==> config.mk <==
export PLATFORM = sky130hd
export DESIGN_NAME = chunked_read_deframer_crc32_flat
export DESIGN_NICKNAME = d
export VERILOG_FILES = /design/src/rtl/crdc_pkg.sv /design/src/rtl/crdc_if.sv /design/src/rtl/chunked_read_deframer_crc32.sv /design/src/rtl/crdc_fifo.sv /design/src/rtl/crdc_front.sv /design/src/rtl/crdc_back.sv /design/src/flat_wrapper.sv
export VERILOG_INCLUDE_DIRS = /design/src /design/src/rtl
export SDC_FILE = /design/constraint.sdc
export NUM_CORES = 1
export LEC_CHECK = 0
export ABC_CLOCK_PERIOD_IN_PS = 5300
export BUFFER_PORTS_ARGS = -buffer_cell sky130_fd_sc_hd__buf_2
export CAP_MARGIN = 20
export CORE_UTILIZATION = 56
export CTS_CLUSTER_DIAMETER = 150
export DETAILED_ROUTE_END_ITERATION = 10
export GPL_TIMING_DRIVEN = 0
export HOLD_SLACK_MARGIN = 0.08
export PLACE_DENSITY = 0.81
export SYNTH_ARGS = -nofsm -noshare
export SYNTH_HDL_FRONTEND = slang
export SYNTH_SLANG_ARGS = --single-unit
export TNS_END_PERCENT = 1
==> constraint.sdc <==
create_clock -name clk -period 5.3 [get_ports clk]
set_input_delay 0.795 -clock clk [delete_from_list [all_inputs] [get_ports clk]]
set_output_delay 0.795 -clock clk [all_outputs]
set_load 0.01 [all_outputs]
==> src/rtl/chunked_read_deframer_crc32_assert.svh <==
// Assertion macros for the chunked read deframer; need clk and rst in scope.
`ifndef CHUNKED_READ_DEFRAMER_CRC32_ASSERT_SVH
`define CHUNKED_READ_DEFRAMER_CRC32_ASSERT_SVH
`ifndef NO_ASSERTIONS
`define CRDC_ASSERT_IMP(lbl, ante, cons) \
  lbl: assert property (@(posedge clk) disable iff (rst) (ante) |-> (cons)) \
    else $error("crdc assertion failed in %m");
`define CRDC_ASSERT_NXT(lbl, ante, cons) \
  lbl: assert property (@(posedge clk) disable iff (rst) (ante) |=> (cons)) \
    else $error("crdc assertion failed in %m");
`else
`define CRDC_ASSERT_IMP(lbl, ante, cons)
`define CRDC_ASSERT_NXT(lbl, ante, cons)
`endif
`endif

==> src/rtl/crdc_pkg.sv <==
// Shared types, codes and helper functions of the chunked read deframer.
package crdc_pkg;

  localparam logic [1:0] FUNC_START = 2'd0;
  localparam logic [1:0] FUNC_BYTE  = 2'd1;
  localparam logic [1:0] FUNC_FAIL  = 2'd2;

  localparam logic [1:0] KIND_REQ  = 2'd0;
  localparam logic [1:0] KIND_PAY  = 2'd1;
  localparam logic [1:0] KIND_STAT = 2'd2;

  localparam logic [2:0] ST_OK        = 3'd0;
  localparam logic [2:0] ST_PROTO     = 3'd1;
  localparam logic [2:0] ST_CRC       = 3'd2;
  localparam logic [2:0] ST_TRANSPORT = 3'd3;
  localparam logic [2:0] ST_RANGE     = 3'd4;

  localparam logic [31:0] MAGIC_REQ   = 32'h4348_5233;
  localparam logic [31:0] MAGIC_ACK   = 32'h4348_4F4B;
  localparam logic [31:0] MAGIC_CHUNK = 32'h4348_4E4B;
  localparam logic [31:0] MAGIC_DONE  = 32'h4348_444E;

  localparam logic [7:0]  REQ_VERSION = 8'd1;
  localparam logic [7:0]  OP_READ     = 8'd1;
  localparam int          REQ_LEN     = 16;

  localparam logic [31:0] CRC_POLY = 32'hEDB8_8320;
  localparam logic [31:0] CRC_INIT = 32'hFFFF_FFFF;

  localparam logic [31:0] MAX_CHUNK_DEF = 32'd65536;
  localparam int          QUEUE_DEPTH_DEF = 4;

  // One queued job for the back end. For a request, pos/len carry offset/length.
  typedef struct packed {
    logic [1:0]  kind;
    logic [7:0]  data;
    logic [31:0] pos;
    logic [31:0] len;
    logic [2:0]  status;
  } cmd_t;

  typedef struct packed {
    logic full;
    logic empty;
  } q_stat_t;

  // Reflected CRC-32, one byte, unrolled over its eight bits.
  function automatic logic [31:0] crc8(input logic [31:0] c, input logic [7:0] b);
    logic [31:0] r;
    r = c ^ {24'h0, b};
    for (int i = 0; i < 8; i++) begin
      r = r[0] ? ((r >> 1) ^ CRC_POLY) : (r >> 1);
    end
    return r;
  endfunction

  // Byte idx of the outgoing read request frame.
  function automatic logic [7:0] req_byte(input logic [3:0] idx, input logic [31:0] off,
                                          input logic [31:0] len);
    logic [7:0] b;
    case (idx)
      4'd0:    b = MAGIC_REQ[31:24];
      4'd1:    b = MAGIC_REQ[23:16];
      4'd2:    b = MAGIC_REQ[15:8];
      4'd3:    b = MAGIC_REQ[7:0];
      4'd4:    b = REQ_VERSION;
      4'd5:    b = OP_READ;
      4'd8:    b = off[31:24];
      4'd9:    b = off[23:16];
      4'd10:   b = off[15:8];
      4'd11:   b = off[7:0];
      4'd12:   b = len[31:24];
      4'd13:   b = len[23:16];
      4'd14:   b = len[15:8];
      4'd15:   b = len[7:0];
      default: b = 8'h00;
    endcase
    return b;
  endfunction

endpackage

==> src/rtl/crdc_if.sv <==
// Valid/ready channel interfaces for input words and result words.
interface crdc_in_if;
  logic        valid;
  logic        ready;
  logic [1:0]  func;
  logic [31:0] read_offset;
  logic [31:0] read_length;
  logic [7:0]  rx_byte;

  modport source (output valid, func, read_offset, read_length, rx_byte, input ready);
  modport sink   (input valid, func, read_offset, read_length, rx_byte, output ready);
endinterface

interface crdc_out_if;
  logic        valid;
  logic        ready;
  logic [1:0]  kind;
  logic [7:0]  data_byte;
  logic [31:0] payload_position;
  logic [2:0]  status;
  logic        last;

  modport source (output valid, kind, data_byte, payload_position, status, last,
                  input ready);
  modport sink   (input valid, kind, data_byte, payload_position, status, last,
                  output ready);
endinterface

==> src/rtl/chunked_read_deframer_crc32.sv <==
// Top level of the chunked read deframer with payload CRC-32 check.
// An accepted input word reaches its first result word by the queue write, then the
//   output register load when the output side is free. Throughput: one input word
//   per cycle; a start expands into 16 request bytes at one per cycle while the output
//   accepts them, other words give at most one; input stalls while the queue is full.
// Reset (rst, synchronous): phase idle, queue empty, output invalid.
`include "chunked_read_deframer_crc32_assert.svh"

module chunked_read_deframer_crc32 #(
  parameter logic [31:0] MAX_CHUNK   = crdc_pkg::MAX_CHUNK_DEF,
  parameter int          QUEUE_DEPTH = crdc_pkg::QUEUE_DEPTH_DEF
) (
  input  logic       clk,
  input  logic       rst,
  crdc_in_if.sink    item,
  crdc_out_if.source result
);
  crdc_pkg::cmd_t    q_wdata;
  crdc_pkg::cmd_t    q_head;
  crdc_pkg::q_stat_t q_stat;
  logic              q_push;
  logic              q_pop;

  // Front end: header parsing, checks, CRC, all state of the read.
  crdc_front #(
    .MAX_CHUNK (MAX_CHUNK)
  ) u_front (
    .clk      (clk),
    .rst      (rst),
    .item     (item),
    .cmd      (q_wdata),
    .cmd_push (q_push),
    .qs       (q_stat)
  );

  // Decouples parsing from output back-pressure.
  crdc_fifo #(
    .DEPTH (QUEUE_DEPTH)
  ) u_fifo (
    .clk   (clk),
    .rst   (rst),
    .push  (q_push),
    .wdata (q_wdata),
    .pop   (q_pop),
    .rdata (q_head),
    .stat  (q_stat)
  );

  // Back end: request frame serializer and output register.
  crdc_back u_back (
    .clk    (clk),
    .rst    (rst),
    .head   (q_head),
    .qs     (q_stat),
    .pop    (q_pop),
    .result (result)
  );

  // Queue must never be written when full or read when empty.
  `CRDC_ASSERT_IMP(a_no_overflow, q_push, !q_stat.full)
  `CRDC_ASSERT_IMP(a_no_underflow, q_pop, !q_stat.empty)
  // A push with no pop leaves something queued.
  `CRDC_ASSERT_NXT(a_push_holds, q_push && !q_pop, !q_stat.empty)
  // Status and payload words each close their run.
  `CRDC_ASSERT_IMP(a_single_last,
    result.valid && (result.kind == crdc_pkg::KIND_STAT ||
                     result.kind == crdc_pkg::KIND_PAY), result.last)
endmodule

==> src/rtl/crdc_fifo.sv <==
// Small command queue between the parsing front end and the output back end.
module crdc_fifo #(
  parameter int DEPTH = crdc_pkg::QUEUE_DEPTH_DEF
) (
  input  logic             clk,
  input  logic             rst,
  input  logic             push,
  input  crdc_pkg::cmd_t   wdata,
  input  logic             pop,
  output crdc_pkg::cmd_t   rdata,
  output crdc_pkg::q_stat_t stat
);
  localparam int PW = (DEPTH > 1) ? $clog2(DEPTH) : 1;
  localparam int CW = $clog2(DEPTH + 1);

  crdc_pkg::cmd_t mem [DEPTH];
  logic [PW-1:0]  wr_ptr;
  logic [PW-1:0]  rd_ptr;
  logic [CW-1:0]  count;

  assign rdata      = mem[rd_ptr];
  assign stat.full  = (count == CW'(DEPTH));
  assign stat.empty = (count == '0);

  always_ff @(posedge clk) begin
    if (push) begin
      mem[wr_ptr] <= wdata;
    end
  end

  always_ff @(posedge clk) begin
    if (rst) begin
      wr_ptr <= '0;
      rd_ptr <= '0;
      count  <= '0;
    end else begin
      if (push) begin
        wr_ptr <= (wr_ptr == PW'(DEPTH - 1)) ? '0 : wr_ptr + 1'b1;
      end
      if (pop) begin
        rd_ptr <= (rd_ptr == PW'(DEPTH - 1)) ? '0 : rd_ptr + 1'b1;
      end
      if (push && !pop) begin
        count <= count + 1'b1;
      end else if (pop && !push) begin
        count <= count - 1'b1;
      end
    end
  end
endmodule

==> src/rtl/crdc_front.sv <==
// Front end: takes input words, parses headers, checks, keeps CRC, queues jobs.
module crdc_front #(
  parameter logic [31:0] MAX_CHUNK = crdc_pkg::MAX_CHUNK_DEF
) (
  input  logic              clk,
  input  logic              rst,
  crdc_in_if.sink           item,
  output crdc_pkg::cmd_t    cmd,
  output logic              cmd_push,
  input  crdc_pkg::q_stat_t qs
);
  localparam int CW = $clog2(64'(MAX_CHUNK) + 64'd1);

  typedef enum logic [2:0] {
    PH_IDLE,
    PH_ACK,
    PH_CHDR,
    PH_DATA,
    PH_DONE
  } phase_t;

  phase_t        phase, phase_next;
  logic [3:0]    header_count, header_count_next;
  logic [31:0]   header_word, header_word_next;
  logic [31:0]   requested_length, requested_length_next;
  logic [31:0]   bytes_remaining, bytes_remaining_next;
  logic [31:0]   next_sequence, next_sequence_next;
  logic [CW-1:0] chunk_limit, chunk_limit_next;
  logic [CW-1:0] chunk_left, chunk_left_next;
  logic [31:0]   running_crc, running_crc_next;
  logic [31:0]   write_position, write_position_next;

  logic        acc;
  logic [32:0] end_sum;
  logic [31:0] word;
  logic [3:0]  cnt_inc;
  logic [1:0]  idx;
  logic        fin;
  logic [2:0]  fin_st;

  assign item.ready = !qs.full;
  assign acc        = item.valid && item.ready;
  assign end_sum    = {1'b0, item.read_offset} + {1'b0, item.read_length};
  assign word       = {header_word[23:0], item.rx_byte};
  assign cnt_inc    = header_count + 4'd1;
  assign idx        = cnt_inc[3:2] - 2'd1;

  always_comb begin
    phase_next            = phase;
    header_count_next     = header_count;
    header_word_next      = header_word;
    requested_length_next = requested_length;
    bytes_remaining_next  = bytes_remaining;
    next_sequence_next    = next_sequence;
    chunk_limit_next      = chunk_limit;
    chunk_left_next       = chunk_left;
    running_crc_next      = running_crc;
    write_position_next   = write_position;
    cmd_push              = 1'b0;
    cmd                   = '0;
    fin                   = 1'b0;
    fin_st                = crdc_pkg::ST_OK;

    if (acc) begin
      case (item.func)
        crdc_pkg::FUNC_START: begin
          if (end_sum[32]) begin
            fin    = 1'b1;
            fin_st = crdc_pkg::ST_RANGE;
          end else begin
            cmd_push              = 1'b1;
            cmd.kind              = crdc_pkg::KIND_REQ;
            cmd.pos               = item.read_offset;
            cmd.len               = item.read_length;
            requested_length_next = item.read_length;
            bytes_remaining_next  = item.read_length;
            next_sequence_next    = '0;
            chunk_limit_next      = '0;
            chunk_left_next       = '0;
            running_crc_next      = crdc_pkg::CRC_INIT;
            write_position_next   = '0;
            phase_next            = PH_ACK;
            header_count_next     = '0;
            header_word_next      = '0;
          end
        end
        crdc_pkg::FUNC_BYTE: begin
          if (phase == PH_DATA) begin
            cmd_push             = 1'b1;
            cmd.kind             = crdc_pkg::KIND_PAY;
            cmd.data             = item.rx_byte;
            cmd.pos              = write_position;
            running_crc_next     = crdc_pkg::crc8(running_crc, item.rx_byte);
            write_position_next  = write_position + 32'd1;
            bytes_remaining_next = bytes_remaining - 32'd1;
            chunk_left_next      = chunk_left - CW'(1);
            if (chunk_left == CW'(1)) begin
              next_sequence_next = next_sequence + 32'd1;
              phase_next         = (bytes_remaining == 32'd1) ? PH_DONE : PH_CHDR;
              header_count_next  = '0;
              header_word_next   = '0;
            end
          end else if (phase != PH_IDLE) begin
            header_word_next  = word;
            header_count_next = cnt_inc;
            if (cnt_inc[1:0] == 2'd0) begin
              header_word_next = '0;
              case (phase)
                PH_ACK: begin
                  if (idx == 2'd0) begin
                    fin = (word != crdc_pkg::MAGIC_ACK);
                  end else if (idx == 2'd1) begin
                    fin = (word != requested_length);
                  end else if (word == '0 || word > MAX_CHUNK) begin
                    fin = 1'b1;
                  end else begin
                    chunk_limit_next  = word[CW-1:0];
                    phase_next        = (requested_length == '0) ? PH_DONE : PH_CHDR;
                    header_count_next = '0;
                  end
                  fin_st = crdc_pkg::ST_PROTO;
                end
                PH_CHDR: begin
                  if (idx == 2'd0) begin
                    fin = (word != crdc_pkg::MAGIC_CHUNK);
                  end else if (idx == 2'd1) begin
                    fin = (word != next_sequence);
                  end else if (word == '0 || word > 32'(chunk_limit) ||
                               word > bytes_remaining) begin
                    fin = 1'b1;
                  end else begin
                    chunk_left_next   = word[CW-1:0];
                    phase_next        = PH_DATA;
                    header_count_next = '0;
                  end
                  fin_st = crdc_pkg::ST_PROTO;
                end
                default: begin
                  // done frame: magic, then CRC of all payload bytes
                  if (idx == 2'd0) begin
                    fin    = (word != crdc_pkg::MAGIC_DONE);
                    fin_st = crdc_pkg::ST_PROTO;
                  end else begin
                    fin    = 1'b1;
                    fin_st = (word == ~running_crc) ? crdc_pkg::ST_OK : crdc_pkg::ST_CRC;
                  end
                end
              endcase
            end
          end
        end
        crdc_pkg::FUNC_FAIL: begin
          fin    = (phase != PH_IDLE);
          fin_st = crdc_pkg::ST_TRANSPORT;
        end
        default: begin
        end
      endcase

      if (fin) begin
        cmd_push          = 1'b1;
        cmd               = '0;
        cmd.kind          = crdc_pkg::KIND_STAT;
        cmd.status        = fin_st;
        phase_next        = PH_IDLE;
        header_count_next = '0;
        header_word_next  = '0;
      end
    end
  end

  always_ff @(posedge clk) begin
    if (rst) begin
      phase            <= PH_IDLE;
      header_count     <= '0;
      header_word      <= '0;
      requested_length <= '0;
      bytes_remaining  <= '0;
      next_sequence    <= '0;
      chunk_limit      <= '0;
      chunk_left       <= '0;
      running_crc      <= crdc_pkg::CRC_INIT;
      write_position   <= '0;
    end else begin
      phase            <= phase_next;
      header_count     <= header_count_next;
      header_word      <= header_word_next;
      requested_length <= requested_length_next;
      bytes_remaining  <= bytes_remaining_next;
      next_sequence    <= next_sequence_next;
      chunk_limit      <= chunk_limit_next;
      chunk_left       <= chunk_left_next;
      running_crc      <= running_crc_next;
      write_position   <= write_position_next;
    end
  end
endmodule

==> src/rtl/crdc_back.sv <==
// Back end: expands queued jobs into result words through an output register.
module crdc_back (
  input  logic              clk,
  input  logic              rst,
  input  crdc_pkg::cmd_t    head,
  input  crdc_pkg::q_stat_t qs,
  output logic              pop,
  crdc_out_if.source        result
);
  localparam int BW = $clog2(crdc_pkg::REQ_LEN);

  logic [BW-1:0] beat;
  logic          load;
  logic          take;
  logic          is_req;
  logic          req_end;

  assign load    = !result.valid || result.ready;
  assign take    = load && !qs.empty;
  assign is_req  = (head.kind == crdc_pkg::KIND_REQ);
  assign req_end = (beat == BW'(crdc_pkg::REQ_LEN - 1));
  assign pop     = take && (!is_req || req_end);

  always_ff @(posedge clk) begin
    if (rst) begin
      result.valid <= 1'b0;
      beat         <= '0;
    end else if (load) begin
      result.valid <= !qs.empty;
      if (take && is_req) begin
        beat <= req_end ? '0 : beat + 1'b1;
      end
    end
  end

  always_ff @(posedge clk) begin
    if (take) begin
      result.kind <= head.kind;
      case (head.kind)
        crdc_pkg::KIND_REQ: begin
          result.data_byte        <= crdc_pkg::req_byte(beat, head.pos, head.len);
          result.payload_position <= '0;
          result.status           <= crdc_pkg::ST_OK;
          result.last             <= req_end;
        end
        crdc_pkg::KIND_PAY: begin
          result.data_byte        <= head.data;
          result.payload_position <= head.pos;
          result.status           <= crdc_pkg::ST_OK;
          result.last             <= 1'b1;
        end
        default: begin
          result.data_byte        <= '0;
          result.payload_position <= '0;
          result.status           <= head.status;
          result.last             <= 1'b1;
        end
      endcase
    end
  end
endmodule
==> src/flat_wrapper.sv <==
// flat-port wrapper written by rule: the top's interface ports become plain ports
module chunked_read_deframer_crc32_flat 
#(
  parameter logic [31:0] MAX_CHUNK   = crdc_pkg::MAX_CHUNK_DEF,
  parameter int          QUEUE_DEPTH = crdc_pkg::QUEUE_DEPTH_DEF
)
  (clk, rst, item_valid, item_func, item_read_offset, item_read_length, item_rx_byte, item_ready, result_valid, result_kind, result_data_byte, result_payload_position, result_status, result_last, result_ready);
  crdc_in_if item_i ();
  crdc_out_if result_i ();
  input  logic clk;
  input  logic rst;
  input wire logic [$bits(item_i.valid)-1:0] item_valid;
  input wire logic [$bits(item_i.func)-1:0] item_func;
  input wire logic [$bits(item_i.read_offset)-1:0] item_read_offset;
  input wire logic [$bits(item_i.read_length)-1:0] item_read_length;
  input wire logic [$bits(item_i.rx_byte)-1:0] item_rx_byte;
  output wire logic [$bits(item_i.ready)-1:0] item_ready;
  output wire logic [$bits(result_i.valid)-1:0] result_valid;
  output wire logic [$bits(result_i.kind)-1:0] result_kind;
  output wire logic [$bits(result_i.data_byte)-1:0] result_data_byte;
  output wire logic [$bits(result_i.payload_position)-1:0] result_payload_position;
  output wire logic [$bits(result_i.status)-1:0] result_status;
  output wire logic [$bits(result_i.last)-1:0] result_last;
  input wire logic [$bits(result_i.ready)-1:0] result_ready;
  assign item_i.valid = item_valid;
  assign item_i.func = item_func;
  assign item_i.read_offset = item_read_offset;
  assign item_i.read_length = item_read_length;
  assign item_i.rx_byte = item_rx_byte;
  assign item_ready = item_i.ready;
  assign result_valid = result_i.valid;
  assign result_kind = result_i.kind;
  assign result_data_byte = result_i.data_byte;
  assign result_payload_position = result_i.payload_position;
  assign result_status = result_i.status;
  assign result_last = result_i.last;
  assign result_i.ready = result_ready;
  chunked_read_deframer_crc32 #(.MAX_CHUNK(MAX_CHUNK), .QUEUE_DEPTH(QUEUE_DEPTH)) u_core (.clk(clk), .rst(rst), .item(item_i), .result(result_i));
endmodule
## After elaboration in Yosys (flattened, before gate mapping)

Memory sizes are Yosys's and may differ from the RTL's. A register that Yosys moved wholly into a read port is not among the register bits.
Cells that the tools add are included.

| storage, ports and cells | value |
|---|---|
| register bits | 283 |
| bits in latches | 0 |
| bits in writable memories | 308 |
| ROM bits | 0 |
| word-level logic and storage cells | 264 |
| memories kept | 1 |

| operators by class | value |
|---|---|
| $add $sub $neg | 12 |
| multipliers | 0 |
| divide/modulo/power cells | 0 |
| $lt $le $gt $ge | 3 |
| equal/unequal tests | 58 |
| shift operators | 0 |
| muxes and demuxes | 119 |
| bitwise operators | 11 |
| reduce and logical (&&, ||, !) cells | 40 |

Memory list:

| name | depth | width | read ports | clocked after Yosys merged registers in | write ports | RTL line | RTL |
|---|---|---|---|---|---|---|---|
| u_core.u_fifo.mem | 4 | 77 | 1 | 1 | 1 | crdc_fifo.sv:16 | `crdc_pkg::cmd_t mem [DEPTH];` |

Operator list:

| operator | count |
|---|---|
| 32-bit 2-to-1 mux | 17 |
| 32-bit one-hot mux with 2 select lines | 5 |
| 17-bit 2-to-1 mux | 15 |
| 77-bit 2-to-1 mux | 2 |
| 24-bit 2-to-1 mux | 5 |
| 13-bit NOT with 14-bit output | 8 |
| 8-bit one-hot mux with 13 select lines | 1 |
| 32-bit by 31-bit != test with 1-bit output, second input constant | 3 |
| 17-bit one-hot mux with 2 select lines | 2 |
| 32-bit by 1-bit adder with 32-bit output, second input constant | 2 |
| 32-bit logical NOT | 2 |
| 64-bit 2-to-1 mux | 1 |
| 32-bit != test | 2 |
| 3-bit 2-to-1 mux | 21 |
| 4-bit 2-to-1 mux | 13 |
| 24-bit one-hot mux with 2 select lines | 1 |
| 41-bit 2-to-1 mux | 1 |
| 32-bit by 32-bit adder with 33-bit output | 1 |
| 32-bit by 1-bit == test with 1-bit output, second input constant | 1 |
| 32-bit == test | 1 |
| 4-bit == test, second input constant | 8 |
| 32-bit by 17-bit greater-than comparator with 1-bit output | 1 |
| 32-bit by 17-bit greater-than comparator with 1-bit output, second input constant | 1 |
| 32-bit greater-than comparator | 1 |
| 51 further kinds | 128 |

## Depth between registers and ports, before layout

| logic depth | value |
|---|---|
| depth after elaboration | 19 |
| mapped depth | 17 |

## Hierarchy

From an unflattened synthesis, not the netlist that was laid out.

| second synthesis, totals | value |
|---|---|
| cells, all modules | 2653 |
| area, all modules | 29226.8 µm² |

By module, submodules not included:

| module | instances | cells an instance | area each (µm²) | sequential area each (µm²) |
|---|---|---|---|---|
| crdc_front | 1 | 1982 | 15013.1 | 4504.3 |
| crdc_fifo | 1 | 447 | 11584.9 | 9429.0 |
| crdc_back | 1 | 224 | 2628.8 | 1481.4 |

## Worst setup path after synthesis

No wires, ideal clock.

| timing | value |
|---|---|
| path kind | input to register |
| start point | input port item_rx_byte[5] |
| end point | memory u_core.u_fifo.mem[2][0] (netlist name), enable pin |
| library setup time | 0.444 ns |
| data arrival time | 4.701 ns |
| required time | 4.856 ns |
| slack | 0.155 ns |
| stages on the path | 9 |
| buffers on the path | 1 |
| cell sequence | clkbuf_1 -> or4_1 -> nor4_1 -> and4_1 -> nor2_1 -> a31oi_1 -> a211oi_4 -> a21oi_2 -> and2_1 |

| between the ends | value |
|---|---|
| longest elaborated chain between the ends | 16 |

Ends and longest elaborated chain:

| element | RTL line | RTL |
|---|---|---|
| from (decl) | flat_wrapper.sv:16 | `input wire logic [$bits(item_i.rx_byte)-1:0] item_rx_byte;` |
| 32-bit by 17-bit greater-than comparator with 1-bit output or 32-bit logical NOT (tied branches) | crdc_front.sv:128, crdc_front.sv:114 |  |
| 1-bit logical OR (2 in a row) | crdc_front.sv:128 | `end else if (word == '0 \|\| word > 32'(chunk_limit) \|\|` |
| 1-bit 2-to-1 mux | crdc_front.sv:128 |  |
| 1-bit 2-to-1 mux | crdc_front.sv:126 | `end else if (idx == 2'd1) begin` |
| 1-bit 2-to-1 mux | crdc_front.sv:124 | `if (idx == 2'd0) begin` |
| 1-bit one-hot mux with 2 select lines (*) | crdc_front.sv:108 | `case (phase)` |
| 1-bit 2-to-1 mux (*) | crdc_front.sv:106 | `if (cnt_inc[1:0] == 2'd0) begin` |
| 1-bit 2-to-1 mux (*) | crdc_front.sv:103 | `end else if (phase != PH_IDLE) begin` |
| 1-bit 2-to-1 mux (*) | crdc_front.sv:88 | `if (phase == PH_DATA) begin` |
| 1-bit one-hot mux with 3 select lines (*) | crdc_front.sv:65 | `case (item.func)` |
| 1-bit 2-to-1 mux (*) | crdc_front.sv:64 | `if (acc) begin` |
| 1-bit 2-to-1 mux (*) | crdc_front.sv:160 | `if (fin) begin` |
| 1-bit 2-to-1 mux (*) | crdc_front.sv:64 |  |
| via u_core.q_push | chunked_read_deframer_crc32.sv:21 | `logic q_push;` |
| 1-bit 2-to-1 mux (*) | crdc_fifo.sv:26 | `if (push) begin` |
| 1-bit 2-to-1 mux (implied by the code) (*) | crdc_fifo.sv:27 | `mem[wr_ptr] <= wdata;` |
| to (decl) | crdc_fifo.sv:16 |  |

The timed path passes the listed nets; every way through them passes the cells marked *. The select of a mux whose other input is x is not followed.

## Worst setup path in the final report

| timing | value |
|---|---|
| start point | register u_core.u_front.phase[2] |
| end point | register u_core.u_front.running_crc[17] |

| between the ends | value |
|---|---|
| longest elaborated chain between the ends | 3 |

Ends and longest elaborated chain:

| element | RTL line | RTL |
|---|---|---|
| from (decl) | crdc_front.sv:22 | `phase_t phase, phase_next;` |
| from (signal assigned) | crdc_front.sv:185 | `phase <= phase_next;` |
| 3-bit by 2-bit == test with 1-bit output | crdc_front.sv:88 |  |
| 2-bit != test (no source line) | -- |  |
| 4-bit AND reduction (no source line) | -- |  |
| to (signal assigned) | crdc_front.sv:182 | `running_crc <= crdc_pkg::CRC_INIT;` |
| to (signal assigned) | crdc_front.sv:193 | `running_crc <= running_crc_next;` |
| to (decl) | crdc_front.sv:30 | `logic [31:0] running_crc, running_crc_next;` |

No other way between the ends.
A chain may end at the register's enable or synchronous reset.

==> flow_summary.json <==
{
  "viasPerCell": 6.72,
  "seq_area_frac_synth_pct": 52.8,
  "fin_skew_ps": 82.9,
  "route.vias.total": 23700,
  "crit_arrival_ps": 5790,
  "multi_input_area_um2": 12700,
  "gp_congestion": 1.01,
  "routed_wl_mm": 100,
  "ys_ff_latch": 593,
  "final_nets": 2981,
  "core_um2": 51400,
  "fin_cells": 3531,
  "start_kind": "flop",
  "htree_levels": 2,
  "slew_viol_final": 0,
  "route.detailed.drc": 0,
  "hp-class": "reg2reg",
  "io_buffers": 123,
  "cts_buffers": 58,
  "synth.most_common_cell": "edfxtp_1",
  "placed_cells": 3418,
  "leakagePower_nw": 11.4,
  "tightest_slew_ps": 1190,
  "die_h_um": 230,
  "cts_root_buffer": "clkbuf_16",
  "synth_top_cell_area_share_pct": 36.4,
  "path_max_fanout": 10,
  "overflow": 0,
  "dr.pass1.iters": 8,
  "grt_usage_pct": 37.4,
  "synthCells": 2608,
  "rsz0062_at_grt": "false",
  "end_kind": "flop",
  "maxCapViolations": 0,
  "hold_ws_ps": 469,
  "slew_headroom_pct": 20.3,
  "area.sequential_um2": 15400,
  "p_per_area_nw_per_um2": 375,
  "final_layout_size_suffix_gt1_share_pct": 13.4,
  "yosys.area.top_type": "edfxtp_1",
  "yosys_warnings": 0,
  "yosys.cell_types.count": 79,
  "critical_path_class": "reg2reg",
  "cts_sinks": 593,
  "grt_pass1_wl_mm": 145,
  "period_minus_slack_ps": 5260,
  "fmax_mhz": 190,
  "rows": 83,
  "clockBufferDepth": 3,
  "die_area_um2": 53000,
  "grt_max_degree": 50,
  "synthToLayoutAreaGrowth_pct": 13.0,
  "postCtsHoldBufs": 0,
  "drtIter0Drc": 3475,
  "p_total_w": 0.0124,
  "cp.required_ps": 5820,
  "clkLatencyLatePin_ps": 690,
  "fill_cells": 3844,
  "synth_commonest_cells": "edfxtp_1, dfxtp_1, nand2_1, a21oi_1, clkbuf_1",
  "dp_hpwl_mm": 70.9,
  "synth_edf_count": 354,
  "synthFlopType": "edfxtp_1",
  "setup_violations": 0,
  "syn-mean-instance-area_um2": 11.2,
  "path_clk_slew_ps": 60,
  "outcome": "finished clean",
  "hold_viol": 0,
  "start_util_pct": 56.8,
  "hold_depth": 2,
  "antenna_found_initial": 1,
  "tritoncts": "built",
  "reg2regPathDepth": 11,
  "async_flop_share_pct": 0,
  "post-cts-setup-buffers": 0,
  "ios": 126,
  "ant_nets": 0,
  "wl_per_cell_um": 28.3,
  "synth_area_leaders": "edfxtp_1, dfxtp_1, mux4_2",
  "die_x_um": 230,
  "peakVddDrop_uv": 291,
  "synth_area_um2": 29200,
  "min_period_over_period_pct": 99.3,
  "grt_pass1_vias": 22800,
  "synthesis.nets": 2789
}
-- where the power goes --
group / total, W / switching [W] / internal [W] / leakage (nW)
clock: 0.00454 / 0.00193 / 0.00262 / 1.02
sequential: 0.00538 / 0.000152 / 0.00523 / 5.28
combinational: 0.00246 / 0.00155 / 0.000907 / 5.09
total: 0.0124 / 0.00363 / 0.00875 / 11.4
-- worst max-delay path, cell delays in order, from the launching register on --
cell	delay, ps
dfxtp_1	310
clkbuf_1	390
nor2b_2	180
nand2_1	490
nor2_4	220
nand2_1	500
clkinvlp_4	490
a21oi_1	960
clkbuf_1	590
clkbuf_1	620
a21oi_1	80
a211o_1	290
-- worst paths after layout --
path,start,to,slack [ps]
worst min-delay path,u_core.u_front.header_count[3]$_SDFFE_PP0P_,u_core.u_front.header_count[3]$_SDFFE_PP0P_,470
worst max register to register,u_core.u_front.phase[2]$_SDFFE_PP0P_,u_core.u_front.running_crc[17]$_SDFFE_PP1P_,40
worst max-delay path,u_core.u_front.phase[2]$_SDFFE_PP0P_,u_core.u_front.running_crc[17]$_SDFFE_PP1P_,40
worst min register to register,u_core.u_front.header_count[3]$_SDFFE_PP0P_,u_core.u_front.header_count[3]$_SDFFE_PP0P_,470
-- layout make-up --
| cell class | instances | share of cell area [%] |
|---|---|---|
| Antenna cell | 1 | 0.00759 |
| Clock buffer | 74 | 5.01 |
| Inverter | 111 | 1.27 |
| Tap cell | 680 | 2.58 |
| Multi-Input combinational cell | 1737 | 38.5 |
| Clock inverter | 36 | 1.44 |
| Buffer | 167 | 2.12 |
| Sequential cell | 593 | 46.7 |
| Timing Repair Buffer | 132 | 2.36 |
-- metal layers --
metal  GRT usage (%)  routed length [um]  vias to the layer above
met5           0.460                  13                        -
met2            57.5               44400                     1904
met3            8.62               12300                      435
met4            22.8                7160                        2
met1            48.1               36200                    11400
li1                -                   -                     9992
-- state kept, by name (all words and copies together) (netlist names), 2 cells and up, named ones only --
signal / cells
u_core.u_back.result.data_byte: 8
u_core.u_back.result.payload_position: 32
u_core.u_fifo.count: 3
u_core.u_front.chunk_left: 17
u_core.u_front.bytes_remaining: 32
u_core.u_front.requested_length: 32
u_core.u_front.chunk_limit: 17
u_core.u_fifo.wr_ptr: 2
u_core.u_fifo.rd_ptr: 2
u_core.u_front.next_sequence: 32
u_core.u_front.header_word: 24
u_core.u_back.result.status: 3
u_core.u_fifo.mem: 308
u_core.u_front.running_crc: 32
u_core.u_front.header_count: 4
u_core.u_front.phase: 3
u_core.u_front.write_position: 32
u_core.u_back.result.kind: 2
u_core.u_back.beat: 4
-- cell families (layout without fill, tap and decap cells) --
family	Yosys count	in the layout	synth area share (%)
buf+inv	278	520	3.82
compound gates	526	526	11.4
mux	97	97	6.66
fa+ha+maj	103	103	4.44
simple gates	811	811	14.8
flops	593	593	52.8
other cells	0	1	0
xor+xnor	200	200	6.00
-- timing repair --
| action | CTS | global route |
|---|---|---|
| cloned | 0 | 0 |
| resized for setup | 3 | 4 |
| setup endpoints to repair | 326 | 195 |
-- stage by stage --
step | worst slack, ps | area (um^2) | TNS [ps] | utilization [%]
global placement | -2680 | 30600 | -833750 | 59.6
finish | 36.6 | 33000 | 0 | 64.2
global route | 118 | 33000 | 0 | 64.2
detailed placement | -636 | 30800 | -130690 | 60.0
floorplan | 155 | 29200 | 0 | -
CTS | 28.5 | 33000 | 0 | 64.1
-- cells in the final DEF, fill, tap and decap left out, types with 10 or more instances in the layout --
cell,synthesis,layout
a211o_1,13,13
a211oi_1,12,11
a21oi_1,179,178
a22o_1,16,16
a22oi_1,57,57
a31oi_1,18,18
and2_1,44,40
and3_1,30,30
buf_2,5,129
clkbuf_1,148,151
clkbuf_16,0,60
clkbuf_8,0,10
clkinv_1,1,11
dfxtp_1,239,239
edfxtp_1,354,354
ha_1,102,102
inv_1,110,109
mux2i_1,13,13
mux4_2,77,77
nand2_1,204,204
nand2b_1,40,40
nand3_1,62,62
nand4_1,65,65
nor2_1,144,143
nor2_4,30,31
nor2b_1,22,21
nor3_1,51,51
nor4_1,32,32
o2111ai_1,10,10
o211ai_1,10,10
o21a_1,11,11
o21ai_0,112,112
o31ai_1,16,16
or3_1,44,44
xnor2_1,144,144
xor2_1,56,56
No activity file was read; power rests on OpenSTA's default activity.
